`src/rtl/b64d_pkg.sv`:
```
`timescale 1ns / 1ps
// Shared types, constants and character decode for the base64 stream decoder.
package b64d_pkg;

   localparam int CHAR_W   = 8;
   localparam int SEXTET_W = 6;
   localparam int GROUP_W  = 2;

   localparam logic [CHAR_W-1:0]   CHAR_SPACE = 8'h20;
   localparam logic [CHAR_W-1:0]   CHAR_TAB   = 8'h09;
   localparam logic [CHAR_W-1:0]   CHAR_CR    = 8'h0D;
   localparam logic [CHAR_W-1:0]   CHAR_LF    = 8'h0A;
   localparam logic [CHAR_W-1:0]   CHAR_PAD   = 8'h3D;
   localparam logic [CHAR_W-1:0]   CHAR_PLUS  = 8'h2B;
   localparam logic [CHAR_W-1:0]   CHAR_SLASH = 8'h2F;
   localparam logic [CHAR_W-1:0]   CHAR_UPPER_A = 8'h41;
   localparam logic [CHAR_W-1:0]   CHAR_UPPER_Z = 8'h5A;
   localparam logic [CHAR_W-1:0]   CHAR_LOWER_A = 8'h61;
   localparam logic [CHAR_W-1:0]   CHAR_LOWER_Z = 8'h7A;
   localparam logic [CHAR_W-1:0]   CHAR_DIGIT_0 = 8'h30;
   localparam logic [CHAR_W-1:0]   CHAR_DIGIT_9 = 8'h39;

   localparam logic [CHAR_W-1:0]   LOWER_BASE   = 8'd26;
   localparam logic [CHAR_W-1:0]   DIGIT_BASE   = 8'd52;
   localparam logic [SEXTET_W-1:0] SEXTET_PLUS  = 6'd62;
   localparam logic [SEXTET_W-1:0] SEXTET_SLASH = 6'd63;

   // character classes
   typedef enum logic [1:0] {
      CLS_SKIP,   // whitespace
      CLS_PAD,    // '='
      CLS_DATA,   // alphabet character
      CLS_BAD     // anything else
   } char_class_type;

   typedef struct packed {
      char_class_type           cls;
      logic [SEXTET_W-1:0]      sextet;
   } char_info_type;

   typedef struct packed {
      logic [CHAR_W-1:0] out_byte;
      logic              byte_valid;
      logic              done_res;
      logic              decode_error;
   } result_type;

   function automatic char_info_type decode_char(input logic [CHAR_W-1:0] c);
      char_info_type info;
      info.cls    = CLS_BAD;
      info.sextet = '0;
      if (c == CHAR_SPACE || c == CHAR_TAB || c == CHAR_CR || c == CHAR_LF) begin
         info.cls = CLS_SKIP;
      end else if (c == CHAR_PAD) begin
         info.cls = CLS_PAD;
      end else if (c inside {[CHAR_UPPER_A:CHAR_UPPER_Z]}) begin
         info.cls    = CLS_DATA;
         info.sextet = SEXTET_W'(c - CHAR_UPPER_A);
      end else if (c inside {[CHAR_LOWER_A:CHAR_LOWER_Z]}) begin
         info.cls    = CLS_DATA;
         info.sextet = SEXTET_W'(c - CHAR_LOWER_A + LOWER_BASE);
      end else if (c inside {[CHAR_DIGIT_0:CHAR_DIGIT_9]}) begin
         info.cls    = CLS_DATA;
         info.sextet = SEXTET_W'(c - CHAR_DIGIT_0 + DIGIT_BASE);
      end else if (c == CHAR_PLUS) begin
         info.cls    = CLS_DATA;
         info.sextet = SEXTET_PLUS;
      end else if (c == CHAR_SLASH) begin
         info.cls    = CLS_DATA;
         info.sextet = SEXTET_SLASH;
      end
      return info;
   endfunction

endpackage

```
`src/rtl/b64d_if.sv`:
```
`timescale 1ns / 1ps
// Valid/ready channel interfaces for the character input and the decoded result.
interface b64d_req_if;
   logic       valid;
   logic       ready;
   logic [7:0] in_char;
   logic       is_final;

   modport source (output valid, output in_char, output is_final, input ready);
   modport sink   (input valid, input in_char, input is_final, output ready);
endinterface

interface b64d_rsp_if;
   logic       valid;
   logic       ready;
   logic [7:0] out_byte;
   logic       byte_valid;
   logic       done_res;
   logic       decode_error;

   modport source (output valid, output out_byte, output byte_valid,
                   output done_res, output decode_error, input ready);
   modport sink   (input valid, input out_byte, input byte_valid,
                   input done_res, input decode_error, output ready);
endinterface

```
`src/rtl/b64d_step.sv`:
```
`timescale 1ns / 1ps
// Decoder state and the per-character group assembly step.
module b64d_step (
   input  logic                                clock,
   input  logic                                reset,
   input  logic                                advance,
   input  b64d_pkg::char_info_type             info,
   input  logic                                last,
   output logic                                emit,
   output b64d_pkg::result_type                result
);

   logic [b64d_pkg::GROUP_W-1:0]  group_ff, group_in;
   logic [b64d_pkg::SEXTET_W-1:0] prior_ff, prior_in;
   logic                          pad_ff, pad_in;
   logic                          err_ff, err_in;

   logic [b64d_pkg::CHAR_W-1:0]   byte_val;
   logic                          have_byte;
   logic                          final_err;
   logic [b64d_pkg::SEXTET_W-1:0] v;

   assign v = info.sextet;

   always_comb begin
      group_in  = group_ff;
      prior_in  = prior_ff;
      pad_in    = pad_ff;
      err_in    = err_ff;
      have_byte = 1'b0;
      byte_val  = '0;
      case (info.cls)
         b64d_pkg::CLS_SKIP: begin
         end
         b64d_pkg::CLS_PAD: begin
            pad_in = 1'b1;
         end
         b64d_pkg::CLS_DATA: begin
            if (pad_ff) begin
               err_in = 1'b1;
            end else if (!err_ff) begin
               prior_in = v;
               case (group_ff)
                  2'd0: begin
                     group_in = 2'd1;
                  end
                  2'd1: begin
                     byte_val  = {prior_ff, v[5:4]};
                     have_byte = 1'b1;
                     group_in  = 2'd2;
                  end
                  2'd2: begin
                     byte_val  = {prior_ff[3:0], v[5:2]};
                     have_byte = 1'b1;
                     group_in  = 2'd3;
                  end
                  default: begin
                     byte_val  = {prior_ff[1:0], v};
                     have_byte = 1'b1;
                     group_in  = 2'd0;
                  end
               endcase
            end
         end
         default: begin
            err_in = 1'b1;
         end
      endcase
   end

   // a lone sextet left in the group at end of text is an error
   assign final_err = err_in || (group_in == 2'd1);

   always_comb begin
      if (last) begin
         emit                = 1'b1;
         result.byte_valid   = have_byte && !final_err;
         result.out_byte     = result.byte_valid ? byte_val : '0;
         result.done_res     = 1'b1;
         result.decode_error = final_err;
      end else begin
         emit                = have_byte && !err_in;
         result.byte_valid   = 1'b1;
         result.out_byte     = byte_val;
         result.done_res     = 1'b0;
         result.decode_error = 1'b0;
      end
   end

   always_ff @(posedge clock) begin
      if (reset) begin
         group_ff <= '0;
         prior_ff <= '0;
         pad_ff   <= 1'b0;
         err_ff   <= 1'b0;
      end else if (advance) begin
         if (last) begin
            group_ff <= '0;
            prior_ff <= '0;
            pad_ff   <= 1'b0;
            err_ff   <= 1'b0;
         end else begin
            group_ff <= group_in;
            prior_ff <= prior_in;
            pad_ff   <= pad_in;
            err_ff   <= err_in;
         end
      end
   end

endmodule

```
`src/rtl/base64_stream_decoder.sv`:
```
`timescale 1ns / 1ps
// Top level of the streaming base64 decoder.
//
// Usage:
//   req  - one character beat per accepted handshake (in_char, is_final).
//          Whitespace is skipped; '=' padding may only be followed by more
//          padding or whitespace.
//   rsp  - zero or one result beat per character. A decoded byte leaves on
//          the second, third and fourth sextet of each group. The character
//          flagged is_final always yields a beat with done_res=1; if
//          decode_error is set on it, every byte sent for the text is void.
// Timing: the accepting edge loads the character register, and the result
//          register is loaded once it can take a beat (it is empty or rsp
//          is ready); rsp.valid rises with that load. A character that
//          yields no beat clears the character register and updates the group state.
// Throughput: one character per cycle while rsp is not stalled; the only feedback
//          path is the group state update within the step stage.
// Stall: while rsp is stalled with a result held, one more character is
//          taken into the character register; req.ready then drops until
//          the result is taken. Nothing is dropped or repeated.
// Reset: synchronous, active high; clears both stage valids and the group,
//          padding and error state. The end of each text also clears it.
module base64_stream_decoder (
   input  logic              clock,
   input  logic              reset,
   b64d_req_if.sink          req,
   b64d_rsp_if.source        rsp
);

   // character stage
   logic                        cv_ff, cv_in;
   b64d_pkg::char_info_type     cinfo_ff;
   logic                        clast_ff;

   // result stage
   logic                        rv_ff, rv_in;
   b64d_pkg::result_type        res_ff;

   logic                        req_beat;
   logic                        advance;
   logic                        emit;
   b64d_pkg::result_type        step_res;

   // the character stage moves on whenever the result register can take a beat
   assign advance   = cv_ff && (!rv_ff || rsp.ready);
   assign req.ready = !cv_ff || advance;
   assign req_beat  = req.valid && req.ready;

   assign cv_in = req_beat ? 1'b1 : (advance ? 1'b0 : cv_ff);
   assign rv_in = (advance && emit) ? 1'b1 : ((rsp.ready) ? 1'b0 : rv_ff);

   always_ff @(posedge clock) begin
      if (reset) begin
         cv_ff <= 1'b0;
         rv_ff <= 1'b0;
      end else begin
         cv_ff <= cv_in;
         rv_ff <= rv_in;
      end
   end

   // payload registers, no reset
   always_ff @(posedge clock) begin
      if (req_beat) begin
         cinfo_ff <= b64d_pkg::decode_char(req.in_char);
         clast_ff <= req.is_final;
      end
      if (advance && emit) begin
         res_ff <= step_res;
      end
   end

   b64d_step u_step (
      .clock   (clock),
      .reset   (reset),
      .advance (advance),
      .info    (cinfo_ff),
      .last    (clast_ff),
      .emit    (emit),
      .result  (step_res)
   );

   assign rsp.valid        = rv_ff;
   assign rsp.out_byte     = res_ff.out_byte;
   assign rsp.byte_valid   = res_ff.byte_valid;
   assign rsp.done_res     = res_ff.done_res;
   assign rsp.decode_error = res_ff.decode_error;

endmodule

```
`src/flat_wrapper.sv`:
```
// flat-port wrapper written by rule: the top's interface ports become plain ports
module base64_stream_decoder_flat 
  (clock, reset, req_valid, req_in_char, req_is_final, req_ready, rsp_valid, rsp_out_byte, rsp_byte_valid, rsp_done_res, rsp_decode_error, rsp_ready);
  b64d_req_if req_i ();
  b64d_rsp_if rsp_i ();
  input  logic clock;
  input  logic reset;
  input wire logic [$bits(req_i.valid)-1:0] req_valid;
  input wire logic [$bits(req_i.in_char)-1:0] req_in_char;
  input wire logic [$bits(req_i.is_final)-1:0] req_is_final;
  output wire logic [$bits(req_i.ready)-1:0] req_ready;
  output wire logic [$bits(rsp_i.valid)-1:0] rsp_valid;
  output wire logic [$bits(rsp_i.out_byte)-1:0] rsp_out_byte;
  output wire logic [$bits(rsp_i.byte_valid)-1:0] rsp_byte_valid;
  output wire logic [$bits(rsp_i.done_res)-1:0] rsp_done_res;
  output wire logic [$bits(rsp_i.decode_error)-1:0] rsp_decode_error;
  input wire logic [$bits(rsp_i.ready)-1:0] rsp_ready;
  assign req_i.valid = req_valid;
  assign req_i.in_char = req_in_char;
  assign req_i.is_final = req_is_final;
  assign req_ready = req_i.ready;
  assign rsp_valid = rsp_i.valid;
  assign rsp_out_byte = rsp_i.out_byte;
  assign rsp_byte_valid = rsp_i.byte_valid;
  assign rsp_done_res = rsp_i.done_res;
  assign rsp_decode_error = rsp_i.decode_error;
  assign rsp_i.ready = rsp_ready;
  base64_stream_decoder u_core (.clock(clock), .reset(reset), .req(req_i), .rsp(rsp_i));
endmodule
```
`config.mk`:
```
export PLATFORM = sky130hd
export DESIGN_NAME = base64_stream_decoder_flat
export DESIGN_NICKNAME = d
export VERILOG_FILES = /design/src/rtl/b64d_pkg.sv /design/src/rtl/b64d_if.sv /design/src/rtl/b64d_step.sv /design/src/rtl/base64_stream_decoder.sv /design/src/flat_wrapper.sv
export SDC_FILE = /design/constraint.sdc
export NUM_CORES = 1
export LEC_CHECK = 0
export BUFFER_PORTS_ARGS = -buffer_cell sky130_fd_sc_hd__buf_2
export CORE_MARGIN = 2
export CORE_UTILIZATION = 57
export CTS_CLUSTER_SIZE = 25
export DETAILED_ROUTE_END_ITERATION = 10
export PLACE_DENSITY = 0.83
export SLEW_MARGIN = 25
export SYNTH_ARGS = -nofsm -noshare
export SYNTH_HDL_FRONTEND = slang
export SYNTH_SLANG_ARGS = --single-unit
```
`constraint.sdc`:
```
create_clock -name clock -period 1.9 [get_ports clock]
set_input_delay 0 -clock clock [delete_from_list [all_inputs] [get_ports clock]]
set_output_delay 0 -clock clock [all_outputs]
set_load 0.03 [all_outputs]
```
=== Yosys cells after proc, flatten, opt, wreduce, memory -nomap -nowiden ===
Cells that the tools add are included.

* Bits of input ports: 13
* Flip-flop bits (word level): 32
* Logic and storage cells: 102
* Output and inout bits: 13

* Multiplexer cells: 35
* $add $sub $neg: 5
* Equal/unequal tests: 14
* Order comparisons: 6
* Reduce and logical (&&, ||, !) cells: 28

{| class="wikitable"
|+ Operators by type and width
! operator !! count
|-
| two-way mux 8 bit || 7
|-
| equality test 8 x 6 -> 1 bit (second input constant) || 4
|-
| equality test 8 x 4 -> 1 bit (second input constant) || 3
|-
| two-way mux 6 bit || 4
|-
| case mux 8 bit (3 select lines) || 1
|-
| greater-or-equal comparator 8 x 7 -> 1 bit (second input constant) || 2
|-
| less-or-equal comparator 8 x 7 -> 1 bit (second input constant) || 2
|-
| two-way mux 1 bit || 14
|-
| two-way mux 7 bit || 2
|-
| subtractor 6 bit (second input constant) || 2
|-
| two-way mux 11 bit || 1
|-
| greater-or-equal comparator 8 x 6 -> 1 bit (second input constant) || 1
|-
| less-or-equal comparator 8 x 6 -> 1 bit (second input constant) || 1
|-
| logical AND 1 bit || 8
|-
| two-way mux 2 bit || 4
|-
| nonzero test 2 bit || 4
|-
| adder 6 x 5 -> 6 bit (second input constant) || 1
|-
| adder 6 bit (second input constant) || 1
|-
| equality test 2 x 1 -> 1 bit (second input constant) || 3
|-
| logical OR 1 bit || 6
|-
| case mux 2 bit (3 select lines) || 1
|-
| subtractor 6 x 1 -> 6 bit (second input constant) || 1
|-
| equality test 2 bit (second input constant) || 2
|-
| zero test 1 bit || 4
|-
| 6 further kinds || 9
|}

=== Logic depth before layout (Yosys ltp) ===
Gate-level depths: netlist (run 1).

* Depth after elaboration: 11
* Gate-level depth with buffers: 7
* Gate-level depth less buffers: 7

=== Cells and area by module ===
A second synthesis (run 1) with hierarchy kept.

* Cell total of the unflattened synthesis: 229
* Area, all modules: 2142.1 sq um

{| class="wikitable"
|+ Modules (own cells, without submodules)
! module !! times used !! sequential area each (sq um) !! cells each !! area an instance (sq um)
|-
| base64_stream_decoder || 1 || 640.6 || 116 || 1336.3
|-
| b64d_step || 1 || 200.2 || 113 || 805.8
|}

=== Worst setup path after synthesis (run 1) ===
Ideal clock, no wire load.

* Path kind: input port to flip-flop
* Start: in req_in_char[2]
* End: reg u_core.cinfo_ff[2] in the netlist's numbering, data pin
* Library setup time: 0.273 ns
* Path slack: 0.273 ns
* Data required time: 1.627 ns
* Data arrival time: 1.354 ns
* Buffers on the path: 0
* Stages on the path: 7
* Cell sequence: inv_1 ha_1 a21oi_2 a311oi_2 nor4_4 a2111oi_0 a211oi_1

* Longest elaborated chain between the ends: 6
* Elaborated cells between the ends (all ways): 30
* Those cells by class: add/sub (5); order compare (6); eq/ne (7); mux (5); reduce/logical (7)

{| class="wikitable"
|+ Ends and longest elaborated chain
! item !! RTL line !! RTL
|-
| from (decl) || flat_wrapper.sv:9 || <nowiki>input wire logic [$bits(req_i.in_char)-1:0] req_in_char;</nowiki>
|-
| branches (longest 6 deep; another with subtractor 6 bit) || -- ||
|-
| to (signal assigned) || base64_stream_decoder.sv:65 || <nowiki>cinfo_ff <= b64d_pkg::decode_char(req.in_char);</nowiki>
|-
| to (decl) || base64_stream_decoder.sv:32 || <nowiki>b64d_pkg::char_info_type cinfo_ff;</nowiki>
|}

Parallel ways; which one is timed is not known.
A chain may end at the register's enable or synchronous reset.

==> summary.md, run 1 <==
| Metric | Value |
|---|---|
| Hold-fix buffers, CTS | `5` |
| Crit Path Max Fanout | `8` |
| Ys Warns | `0` |
| Metal-1 WL | `1.65 mm` |
| Post-synthesis sequential area ratio | `0.415` |
| Setup CP Type | `register to register` |
| CTS H-tree depth | `2` |
| Fillers | `294` |
| Die height | `approximately 64 um` |
| CTS sink cnt | `32` |
| P&R area growth vs syn | `15.0%` |
| Worst endpoint required time | `between 1.5 and 2 ns` |
| WP data arrival | `1.72 ns` |
| Final hold vios | `0` |
| Leakage | `0.000876 uW` |
| Ant diodes | `0` |
| Primary FF master, synth | `edfxtp_1` |
| Met2 WL | `2.02 mm` |
| GRT Total Usage | `0.213` |
| CTS tree | `built` |
| Netlist cell types | `49` |
| Starting density of the core | `0.602` |
| Core Box Area | `3360 um^2` |
| DR pass1 iterations | `4` |
| Total congestion overflow | `0` |
| Pwr per Cell Area | `roughly 590 nW/um^2` |
| Clock skew | `0.0125 ns` |
| Synth Cell Area | `slightly above 2000 um^2` |
| Number of buffers created by CTS | `5` |
| Vias in the first global route | `1,565` |
| Row Count | `21` |
| Synthesized flop and latch total | `32` |
| Clk_lat worst skew | `0.33 ns` |
| Fmax achieved | `611 MHz` |
| Largest net degree at the start of global routing | `17` |
| Worst rel slew slack | `0.619` |
| Wirelength, routed | `3.96 mm` |
| Fin crit share | `0.861` |
| 1st-iter DRT viols | `147` |
| Layout Nets | `273` |
| Routability cong. | `about 0.89` |
| Chip Width | `63.6 um` |
| Peak VDD IR | `0.000268 V` |
| DRC | `0` |
| Global-route wire length before repair | `6.88 mm` |
| Share of cells above drive strength 1 | `0.207` |
| WL met3 | `199 um` |
| Port Buffers | `25` |
| PostCTS Resize Cnt | `0` |
| Clk pwr share | `0.252` |
| Detail Placement HPWL | `roughly 3 mm` |
| Worst Hold Class | `input pin to register` |
| Post-CTS Setup Inserts | `0` |
| ANT nets after route | `0` |
| Vias per std cell | `5.72` |
| Sw frac | `0.266` |
| Fin Setup TNS | `0 ns` |
| DR WL/cell | `roughly 14 um` |
| CP Launch Type | `register` |
| Post-synthesis async set-or-reset flop share | `0` |
| Num ports | `26` |
| Max Used Layer | `met4` |
| Max clock buf depth | `2` |
| Initial antenna violation count | `0` |
| Post-synth EDFFs | `20` |
| Endpoint type of the worst setup path | `register` |
| Internal | `1000 uW` |
| Post-Syn Nets | `237` |
| Hold Slack | `0.135 ns` |
| Clock slew at reported path FFs | `0.09 ns` |
| Mapped Cells | `about 210` |
| Max-slew violations | `0` |
| Sw Pwr | `363 uW` |
| RSZ-0062 raised after global routing | `no` |
| DIE AREA | `4040 um^2` |
| Vias | `1,669` |
| Max-Cap Viols | `0` |
| Tmin final | `approximately 1.6 ns` |
| Setup-failing EPs final | `0` |
| Avg Inst Size Synth | `9.69 um^2` |
| Seq pwr share | `0.576` |
| Worst-Margin Slew | `0.568 ns` |
| Outcome | `finished, final reports clean` |
| Comb pwr share | `0.172` |
| Root buf cell | `clkbuf_4` |
flip-flops by register name, summed over array words and instances (netlist names):
register and count:
u_core.rsp.out_byte 8, u_core.clast_ff 1, u_core.rsp.byte_valid 1, u_core.u_step.err_ff 1
u_core.rsp.decode_error 1, u_core.rsp.done_res 1, u_core.u_step.group_ff 2, u_core.cv_ff 1
u_core.cinfo_ff 8, u_core.u_step.prior_ff 6, u_core.u_step.pad_ff 1, u_core.rsp.valid 1
final cells by class:
type / count / area, um^2 / share of cell area
clock buffer: 7 / 45.0 / 0.0194
clock inverter: 1 / 3.75 / 0.00161
inverter: 13 / 48.8 / 0.0210
multi-input combinational: 156 / 1100 / 0.474
sequential: 32 / 841 / 0.361
tap: 46 / 57.6 / 0.0247
timing repair buffer: 37 / 228 / 0.0978
per-layer routing:
layer / global-route usage / vias up
met2: 0.378 / 59
met4: 0.0924 / 0
met3: 0.0464 / 9
met1: 0.245 / 754
met5: 0 / -
li1: - / 847
cell usage in the layout (no fill, tap or decap), types with 5 or more instances in the layout:
cell / count
nand2b_1: 5
o21ai_0: 5
clkbuf_4: 5
ha_1: 15
nand2_1: 8
buf_2: 25
dfxtp_1: 12
a21oi_1: 17
a22oi_1: 15
nor2_1: 33
dlygate4sd3_1: 5
inv_1: 11
buf_4: 7
edfxtp_1: 20
Yosys cell counts, drive strengths merged (2+ instances only):
cell type	n	area, um^2
a2111oi	2	36.3
a211oi	3	22.5
a21oi	19	103
a221oi	3	26.3
a22oi	15	113
a311oi	2	23.8
a31oi	3	18.8
and2	4	25.0
clkbuf	7	26.3
dfxtp	12	240
edfxtp	20	601
ha	15	188
inv	13	48.8
mux2i	3	30.0
nand2	8	30.0
nand2b	5	31.3
nand3	4	20.0
nand3b	2	15.0
nor2	34	130
nor3	2	21.3
nor4	4	55.1
o21ai	6	30.0
o31ai	2	15.0
xnor2	4	35.0
worst paths after layout:
check | cells past startpoint | slack (ns) | end | start
worst max-delay path | 6 | 0.26 | u_core.rsp.out_byte[3]$_DFFE_PP_ | u_core.u_step.group_ff[0]$_SDFFE_PP0P_
worst min-delay path | 3 | 0.13 | u_core.cinfo_ff[0]$_SDFFCE_PP0P_ | req_in_char[0]
worst min register to register | 2 | 0.52 | u_core.u_step.prior_ff[5]$_SDFFE_PP0P_ | u_core.u_step.prior_ff[5]$_SDFFE_PP0P_
worst max register to register | 6 | 0.26 | u_core.rsp.out_byte[3]$_DFFE_PP_ | u_core.u_step.group_ff[0]$_SDFFE_PP0P_
cell families after synthesis:
| kind of cell | count (synthesis) | synth area share |
|---|---|---|
| buffers and inverters | 21 | 0.0396 |
| AND/OR/NAND/NOR | 70 | 0.191 |
| flip-flops | 32 | 0.415 |
| AO/OA/AOI/OAI | 64 | 0.229 |
| adder cells (fa/ha/maj) | 15 | 0.0927 |
| multiplexers | 3 | 0.0148 |
| XOR/XNOR | 4 | 0.0173 |
worst max-delay path, cell delays in order, from the launching register on:
cell	delay, ns
dfxtp_1	0.38
inv_1	0.12
ha_1	0.33
nor2_1	0.16
o21ai_0	0.09
nand2_1	0.23
nor2_1	0.09
power groups by stage:
stage | Combinational (uW) | Sequential [uW] | Clock [uW]
floorplan | 139 | 810 | 0
global placement | 223 | 799 | 0
detailed placement | 224 | 800 | 0
CTS | 233 | 784 | 350
global route | 257 | 788 | 382
finish | 235 | 784 | 344
stage by stage:
stage	total power, uW	util	instances	instance area, um^2	setup WS, ns
2_1_floorplan	949	-	209	2020	0.273
4_1_cts	1370	0.692	292	2330	0.275
5_1_grt	1430	0.692	292	2330	0.101
3_3_place_gp	1020	0.663	279	2230	0.122
6_report	1360	0.692	292	2330	0.264
3_5_place_dp	1020	0.663	279	2230	0.0574
No activity file was read; power rests on OpenSTA's default activity.
==> inputs of run 2 (changes only) <==
--- a/config.mk
+++ b/config.mk
@@ -5,12 +5,13 @@
 export SDC_FILE = /design/constraint.sdc
 export NUM_CORES = 1
 export LEC_CHECK = 0
+export ABC_AREA = 1
 export BUFFER_PORTS_ARGS = -buffer_cell sky130_fd_sc_hd__buf_2
 export CORE_MARGIN = 2
 export CORE_UTILIZATION = 57
 export CTS_CLUSTER_SIZE = 25
 export DETAILED_ROUTE_END_ITERATION = 10
-export PLACE_DENSITY = 0.83
+export PLACE_DENSITY = 0.82
 export SLEW_MARGIN = 25
 export SYNTH_ARGS = -nofsm -noshare
 export SYNTH_HDL_FRONTEND = slang
==> summary.md, run 2 <==
| Metric | Value |
|---|---|
| Outcome | `finished, final reports clean` |
| Routability cong. | `0.954` |
| Post-synthesis sequential area ratio | `0.369` |
| Port Buffers | `25` |
| DR WL/cell | `approximately 13 um` |
| Post-Syn Nets | `338` |
| Seq pwr share | `0.518` |
| Global-route wire length before repair | `8.22 mm` |
| WP data arrival | `1.69 ns` |
| Setup-failing EPs final | `0` |
| Top cell type's share of synthesized area | `0.264` |
| Layout Nets | `between 300 and 400` |
| Post-CTS Setup Inserts | `0` |
| 1st-iter DRT viols | `175` |
| Sw frac | `0.276` |
| Leakage | `0.00121 uW` |
| CTS H-tree depth | `2` |
| Starting density of the core | `0.608` |
| Most common cell after layout, fill and taps aside | `nand2_1` |
| Root buf cell | `clkbuf_8` |
| Tmin final | `~1.7 ns` |
| Die height | `67.2 um` |
| Endpoint type of the worst setup path | `register` |
| Most common cell in the netlist | `nand2_1` |
| Fmax achieved | `a little under 600 MHz` |
| Netlist cell types | `29` |
| Internal | `1100 uW` |
| Wirelength, routed | `4.97 mm` |
| Max-slew violations | `0` |
| DRC | `0` |
| Clock slew at reported path FFs | `0.06 ns` |
| Vias | `2,054` |
| Crit Path Max Fanout | `11` |
| CTS sink cnt | `32` |
| Max clock buf depth | `2` |
| WL met3 | `174 um` |
| RSZ-0062 raised after global routing | `no` |
| Initial antenna violation count | `0` |
| Ys Warns | `0` |
| DIE AREA | `4510 um^2` |
| Post-synthesis async set-or-reset flop share | `0` |
| Top cells by instance count after synthesis | `nand2_1 (88), nand3_1 (42), inv_1 (35)` |
| Fin crit share | `0.900` |
| Metal-1 WL | `1.90 mm` |
| Max Used Layer | `met4` |
| Num ports | `26` |
| Number of buffers created by CTS | `5` |
| Worst Hold Class | `input pin to register` |
| Peak VDD IR | `0.000236 V` |
| Largest net degree at the start of global routing | `16` |
| Clock skew | `0.00890 ns` |
| Final hold vios | `0` |
| Vias per std cell | `between 5 and 6` |
| Detail Placement HPWL | `approximately 4 mm` |
| Multi-input gate area | `approximately 1300 um^2` |
| P&R area growth vs syn | `11.7%` |
| DR pass1 iterations | `4` |
| Row Count | `22` |
| CTS tree | `built` |
| Post-synth EDFFs | `20` |
| Worst endpoint required time | `1.88 ns` |
| Largest cells by area after synthesis | `edfxtp_1 (26%), nand2_1 (15%), dfxtp_1 (11%), nand3_1 (9.2%), ha_1 (8.2%)` |
| Share of cells above drive strength 1 | `0.171` |
| Max-Cap Viols | `0` |
| Met2 WL | `2.75 mm` |
| Synthesized flop and latch total | `32` |
| Setup CP Type | `register to register` |
| Sw Pwr | `418 uW` |
| Commonest non-fill, non-tap cells in the layout | `nand2_1 (88), nand3_1 (42), inv_1 (34)` |
| Synth Cell Area | `2280 um^2` |
| Total congestion overflow | `0` |
| Cell taking the most area after synthesis | `edfxtp_1` |
| Vias in the first global route | `1,888` |
| Post-route cell area | `about 2500 um^2` |
| Avg Inst Size Synth | `~7.3 um^2` |
| Pwr per Cell Area | `about 600 nW/um^2` |
| CP Launch Type | `register` |
| Clk pwr share | `0.322` |
| Register area | `841 um^2` |
| DP Area | `between 2000 and 2500 um^2` |
| Worst rel slew slack | `0.767` |
| Mapped Cells | `a little over 300` |
| GRT Total Usage | `0.245` |
| Fillers | `331` |
| Chip Width | `67.2 um` |
| Comb pwr share | `0.160` |
| Primary FF master, synth | `edfxtp_1` |
| Fin Setup TNS | `0 ns` |
| Clk_lat worst skew | `between 0.2 and 0.3 ns` |
| Ant diodes | `0` |
| Worst-Margin Slew | `0.350 ns` |
| ANT nets after route | `0` |
| Final core occ | `0.679` |
| Core Box Area | `between 3000 and 4000 um^2` |
## run 2: changes by cell type after synthesis, sizes merged, moves of 6 or more
cell | previous run | this run
a22oi | 15 | 0
inv | 13 | 39
nand2 | 8 | 95
nand3 | 4 | 44
nor2 | 34 | 28
xor2 | 0 | 6
## run 2: kinds of logic after synthesis
| group | share of synthesized area |
|---|---|
| simple gates | 0.353 |
| flops | 0.369 |
| fa+ha+maj | 0.0825 |
| xor+xnor | 0.0231 |
| buf+inv | 0.0786 |
| compound gates | 0.0929 |
## run 2: cell type report
| cell class | count | area share |
|---|---|---|
| Sequential cell | 32 | 0.331 |
| Multi-Input combinational cell | 232 | 0.494 |
| Timing Repair Buffer | 29 | 0.0620 |
| Inverter | 39 | 0.0576 |
| Clock inverter | 1 | 0.00148 |
| Tap cell | 48 | 0.0236 |
| Clock buffer | 7 | 0.0300 |
## run 2: through the flow
| stage | cells | setup WS [ns] | hold WS, ns | total power (uW) |
|---|---|---|---|---|
| floorplan | 310 | 0.279 | 0.0989 | 967 |
| global route | 388 | 0.103 | 0.0293 | 1570 |
| finish | 388 | 0.190 | 0.00948 | 1510 |
| detailed placement | 379 | 0.0739 | 0.181 | 1040 |
| CTS | 388 | 0.0735 | 0.00994 | 1520 |
| global placement | 379 | 0.189 | 0.177 | 1030 |
## run 2: metal layers
| layer | vias up | GRT usage |
|---|---|---|
| li1 | 1068 | - |
| met3 | 15 | 0.0533 |
| met1 | 920 | 0.248 |
| met5 | - | 0 |
| met4 | 0 | 0.102 |
| met2 | 51 | 0.478 |
## run 2: worst paths after layout
path	slack (ns)	endpoint	cells after the start	startpoint
hold reg to reg	0.48	u_core.u_step.prior_ff[4]$_SDFFE_PP0P_	2	u_core.u_step.prior_ff[4]$_SDFFE_PP0P_
setup / recovery	0.19	u_core.rsp.out_byte[6]$_DFFE_PP_	5	u_core.cinfo_ff[6]$_SDFFCE_PP0P_
hold / removal	0.009	u_core.cv_ff$_SDFFE_PP0P_	3	req_valid
setup reg to reg	0.19	u_core.rsp.out_byte[6]$_DFFE_PP_	5	u_core.cinfo_ff[6]$_SDFFCE_PP0P_
## run 2: power by group through the flow
stage               Sequential, uW  Combinational (uW)  Clock [uW]
CTS                            784                 242         490
finish                         784                 243         488
global placement               798                 235           0
floorplan                      802                 164           0
global route                   787                 270         516
detailed placement             798                 240           0
## run 2: what timing repair did
item | CTS | global route
endpoints found under the setup margin | 0 | 11
hold buffers | 1 | 0
hold endpoints to repair | 1 | 0
resized for setup | 0 | 1
## run 2: critical path, cell delays in order (launching register included)
cell and delay, ns:
edfxtp_1 0.45, nor2_4 0.24, nand3_4 0.14, nor2_2 0.17, o21ai_0 0.16, inv_2 0.24
==> inputs of run 3 (changes only) <==
--- a/config.mk
+++ b/config.mk
@@ -8,10 +8,11 @@
 export ABC_AREA = 1
 export BUFFER_PORTS_ARGS = -buffer_cell sky130_fd_sc_hd__buf_2
 export CORE_MARGIN = 2
-export CORE_UTILIZATION = 57
+export CORE_UTILIZATION = 45
+export CTS_CLUSTER_DIAMETER = 100
 export CTS_CLUSTER_SIZE = 25
 export DETAILED_ROUTE_END_ITERATION = 10
-export PLACE_DENSITY = 0.82
+export PLACE_DENSITY = 0.68
 export SLEW_MARGIN = 25
 export SYNTH_ARGS = -nofsm -noshare
 export SYNTH_HDL_FRONTEND = slang
==> summary.md, run 3 (synthesis results as in run 2) <==
| Metric | Value |
|---|---|
| Ant diodes | `0` |
| Layout Nets | `367` |
| Largest net degree at the start of global routing | `16` |
| Setup CP Type | `register to register` |
| Final core occ | `0.543` |
| Setup-failing EPs final | `0` |
| Fin crit share | `0.936` |
| Max-slew violations | `0` |
| Most common cell after layout, fill and taps aside | `nand2_1` |
| Starting density of the core | `0.476` |
| Chip Width | `75.1 um` |
| Worst Hold Class | `input pin to register` |
| Vias per std cell | `4.86` |
| Vias in the first global route | `1,849` |
| FF-to-FF path depth | `5` |
| Pwr per Cell Area | `about 640 nW/um^2` |
| Slowest cell delay on critical path | `0.45 ns` |
| Worst hold stages | `4` |
| Row Count | `25` |
| CP Launch Type | `register` |
| DRC | `0` |
| Vias | `1,976` |
| Detail Placement HPWL | `3.78 mm` |
| Worst-Margin Slew | `slightly below 0.4 ns` |
| Clk_lat worst skew | `0.28 ns` |
| Share of cells above drive strength 1 | `0.174` |
| RSZ-0062 raised after global routing | `no` |
| WP data arrival | `~1.7 ns` |
| Slowest cell on the critical path | `edfxtp_1` |
| Worst Slack Setup Final | `0.121 ns` |
| Clock slew at reported path FFs | `0.07 ns` |
| CTS H-tree depth | `2` |
| GRT Total Usage | `0.191` |
| Peak VDD IR | `0.000281 V` |
| Sequence of cells on the critical path | `nor2_4 -> nand3_4 -> nor2_2 -> o21ai_0 -> inv_1` |
| Hold-fix buffers, CTS | `2` |
| Hold Crit Endpoint | `u_core.rsp.valid$_SDFFE_PP0P_` |
| Fillers | `473` |
| Total congestion overflow | `0` |
| Core Box Area | `between 4000 and 5000 um^2` |
| RR Endpoint | `u_core.rsp.byte_valid$_SDFFCE_PN1P_` |
| CTS tree | `built` |
| Wirelength, routed | `4.80 mm` |
| DR WL/cell | `11.8 um` |
| Tmin final | `1.78 ns` |
| Post-CTS Setup Inserts | `0` |
| Num ports | `26` |
| DR pass1 iterations | `4` |
| Worst min-delay path startpoint | `rsp_ready` |
| Crit Path Max Fanout | `11` |
| Worst slack at placement | `0.130 ns` |
| Clock skew | `0.00615 ns` |
| Max clock buf depth | `2` |
| Initial antenna violation count | `0` |
| P&R area growth vs syn | `14.2%` |
| CTS sink cnt | `32` |
| CP startpoint | `u_core.cinfo_ff[6]$_SDFFCE_PP0P_` |
| Leakage | `0.00122 uW` |
| Root buf cell | `clkbuf_8` |
| Die height | `75.1 um` |
| Routability cong. | `about 0.93` |
| Fmax achieved | `562 MHz` |
| Global-route wire length before repair | `between 8 and 9 mm` |
| Worst rel slew slack | `0.740` |
| Port Buffers | `25` |
| Outcome | `finished, final reports clean` |
| Endpoint type of the worst setup path | `register` |
| Non-filler cells, final | `between 400 and 500` |
| Hold Slack | `between 0.03 and 0.04 ns` |
| Fin Setup TNS | `0 ns` |
| Final hold vios | `0` |
| Max-Cap Viols | `0` |
| ANT nets after route | `0` |
| Number of buffers created by CTS | `5` |
| DIE AREA | `5640 um^2` |
| PostCTS Resize Cnt | `0` |
| FF-to-FF Start | `u_core.cinfo_ff[6]$_SDFFCE_PP0P_` |
| Inst Count DP | `397` |
| Commonest non-fill, non-tap cells in the layout | `nand2_1 (88), nand3_1 (42), inv_1 (35)` |
| 1st-iter DRT viols | `between 100 and 150` |
| Worst endpoint required time | `1.84 ns` |
| R2R Setup Slk | `0.12 ns` |
run 3: changes by cell type in the layout (fill, tap and decap cells not counted):
cell           previous run  this run
buf_4                     3         2
bufinv_16                 0         1
clkbuf_1                  2         0
clkinv_1                  1         0
clkinv_2                  0         1
clkinvlp_4                0         1
dlygate4sd3_1             1         2
inv_1                    34        35
inv_2                     5         4
run 3: final cells by class:
cell class	instances	area (um^2)	share of cell area
Clock buffer	5	68.8	0.0265
Clock inverter	3	42.5	0.0164
Multi-Input combinational cell	232	1260	0.483
Tap cell	67	83.8	0.0323
Sequential cell	32	841	0.324
Inverter	39	146	0.0563
Timing Repair Buffer	29	160	0.0616
run 3: critical path, delay by kind of cell (launching register included):
kind / cells / cell delay [ns]
flip-flops: 1 / 0.45
AO/OA/AOI/OAI: 1 / 0.12
AND/OR/NAND/NOR: 3 / 0.54
buffers and inverters: 1 / 0.32
run 3: routing by layer:
| metal | GRT usage | routed length, um |
|---|---|---|
| met1 | 0.203 | 2020 |
| met5 | 0 | 0 |
| met2 | 0.351 | 2470 |
| met4 | 0.0992 | 162 |
| met3 | 0.0415 | 150 |
run 3: how the worst max path moves through the flow:
stage	slack (ns)	end	cells after the start
3_5_place_dp	0.13	u_core.rsp.out_byte[0]$_DFFE_PP_	5
3_3_place_gp	0.18	u_core.rsp.out_byte[0]$_DFFE_PP_	5
2_1_floorplan	0.28	u_core.rsp.byte_valid$_SDFFCE_PN1P_	5
5_1_grt	0.008	u_core.rsp.byte_valid$_SDFFCE_PN1P_	5
6_report	0.12	u_core.rsp.byte_valid$_SDFFCE_PN1P_	5
4_1_cts	0.13	u_core.rsp.out_byte[0]$_DFFE_PP_	5
run 3: power breakdown:
group | switching, uW | leakage, uW | internal (uW)
clock | 242 | 0.0000541 | 387
sequential | 19.5 | 0.000296 | 765
combinational | 164 | 0.000873 | 77.5
total | 426 | 0.00122 | 1230
run 3: metrics by stage:
step,area [um^2],power (uW)
floorplan,2280,967
global placement,2470,1030
detailed placement,2470,1040
CTS,2600,1670
global route,2600,1730
finish,2600,1660
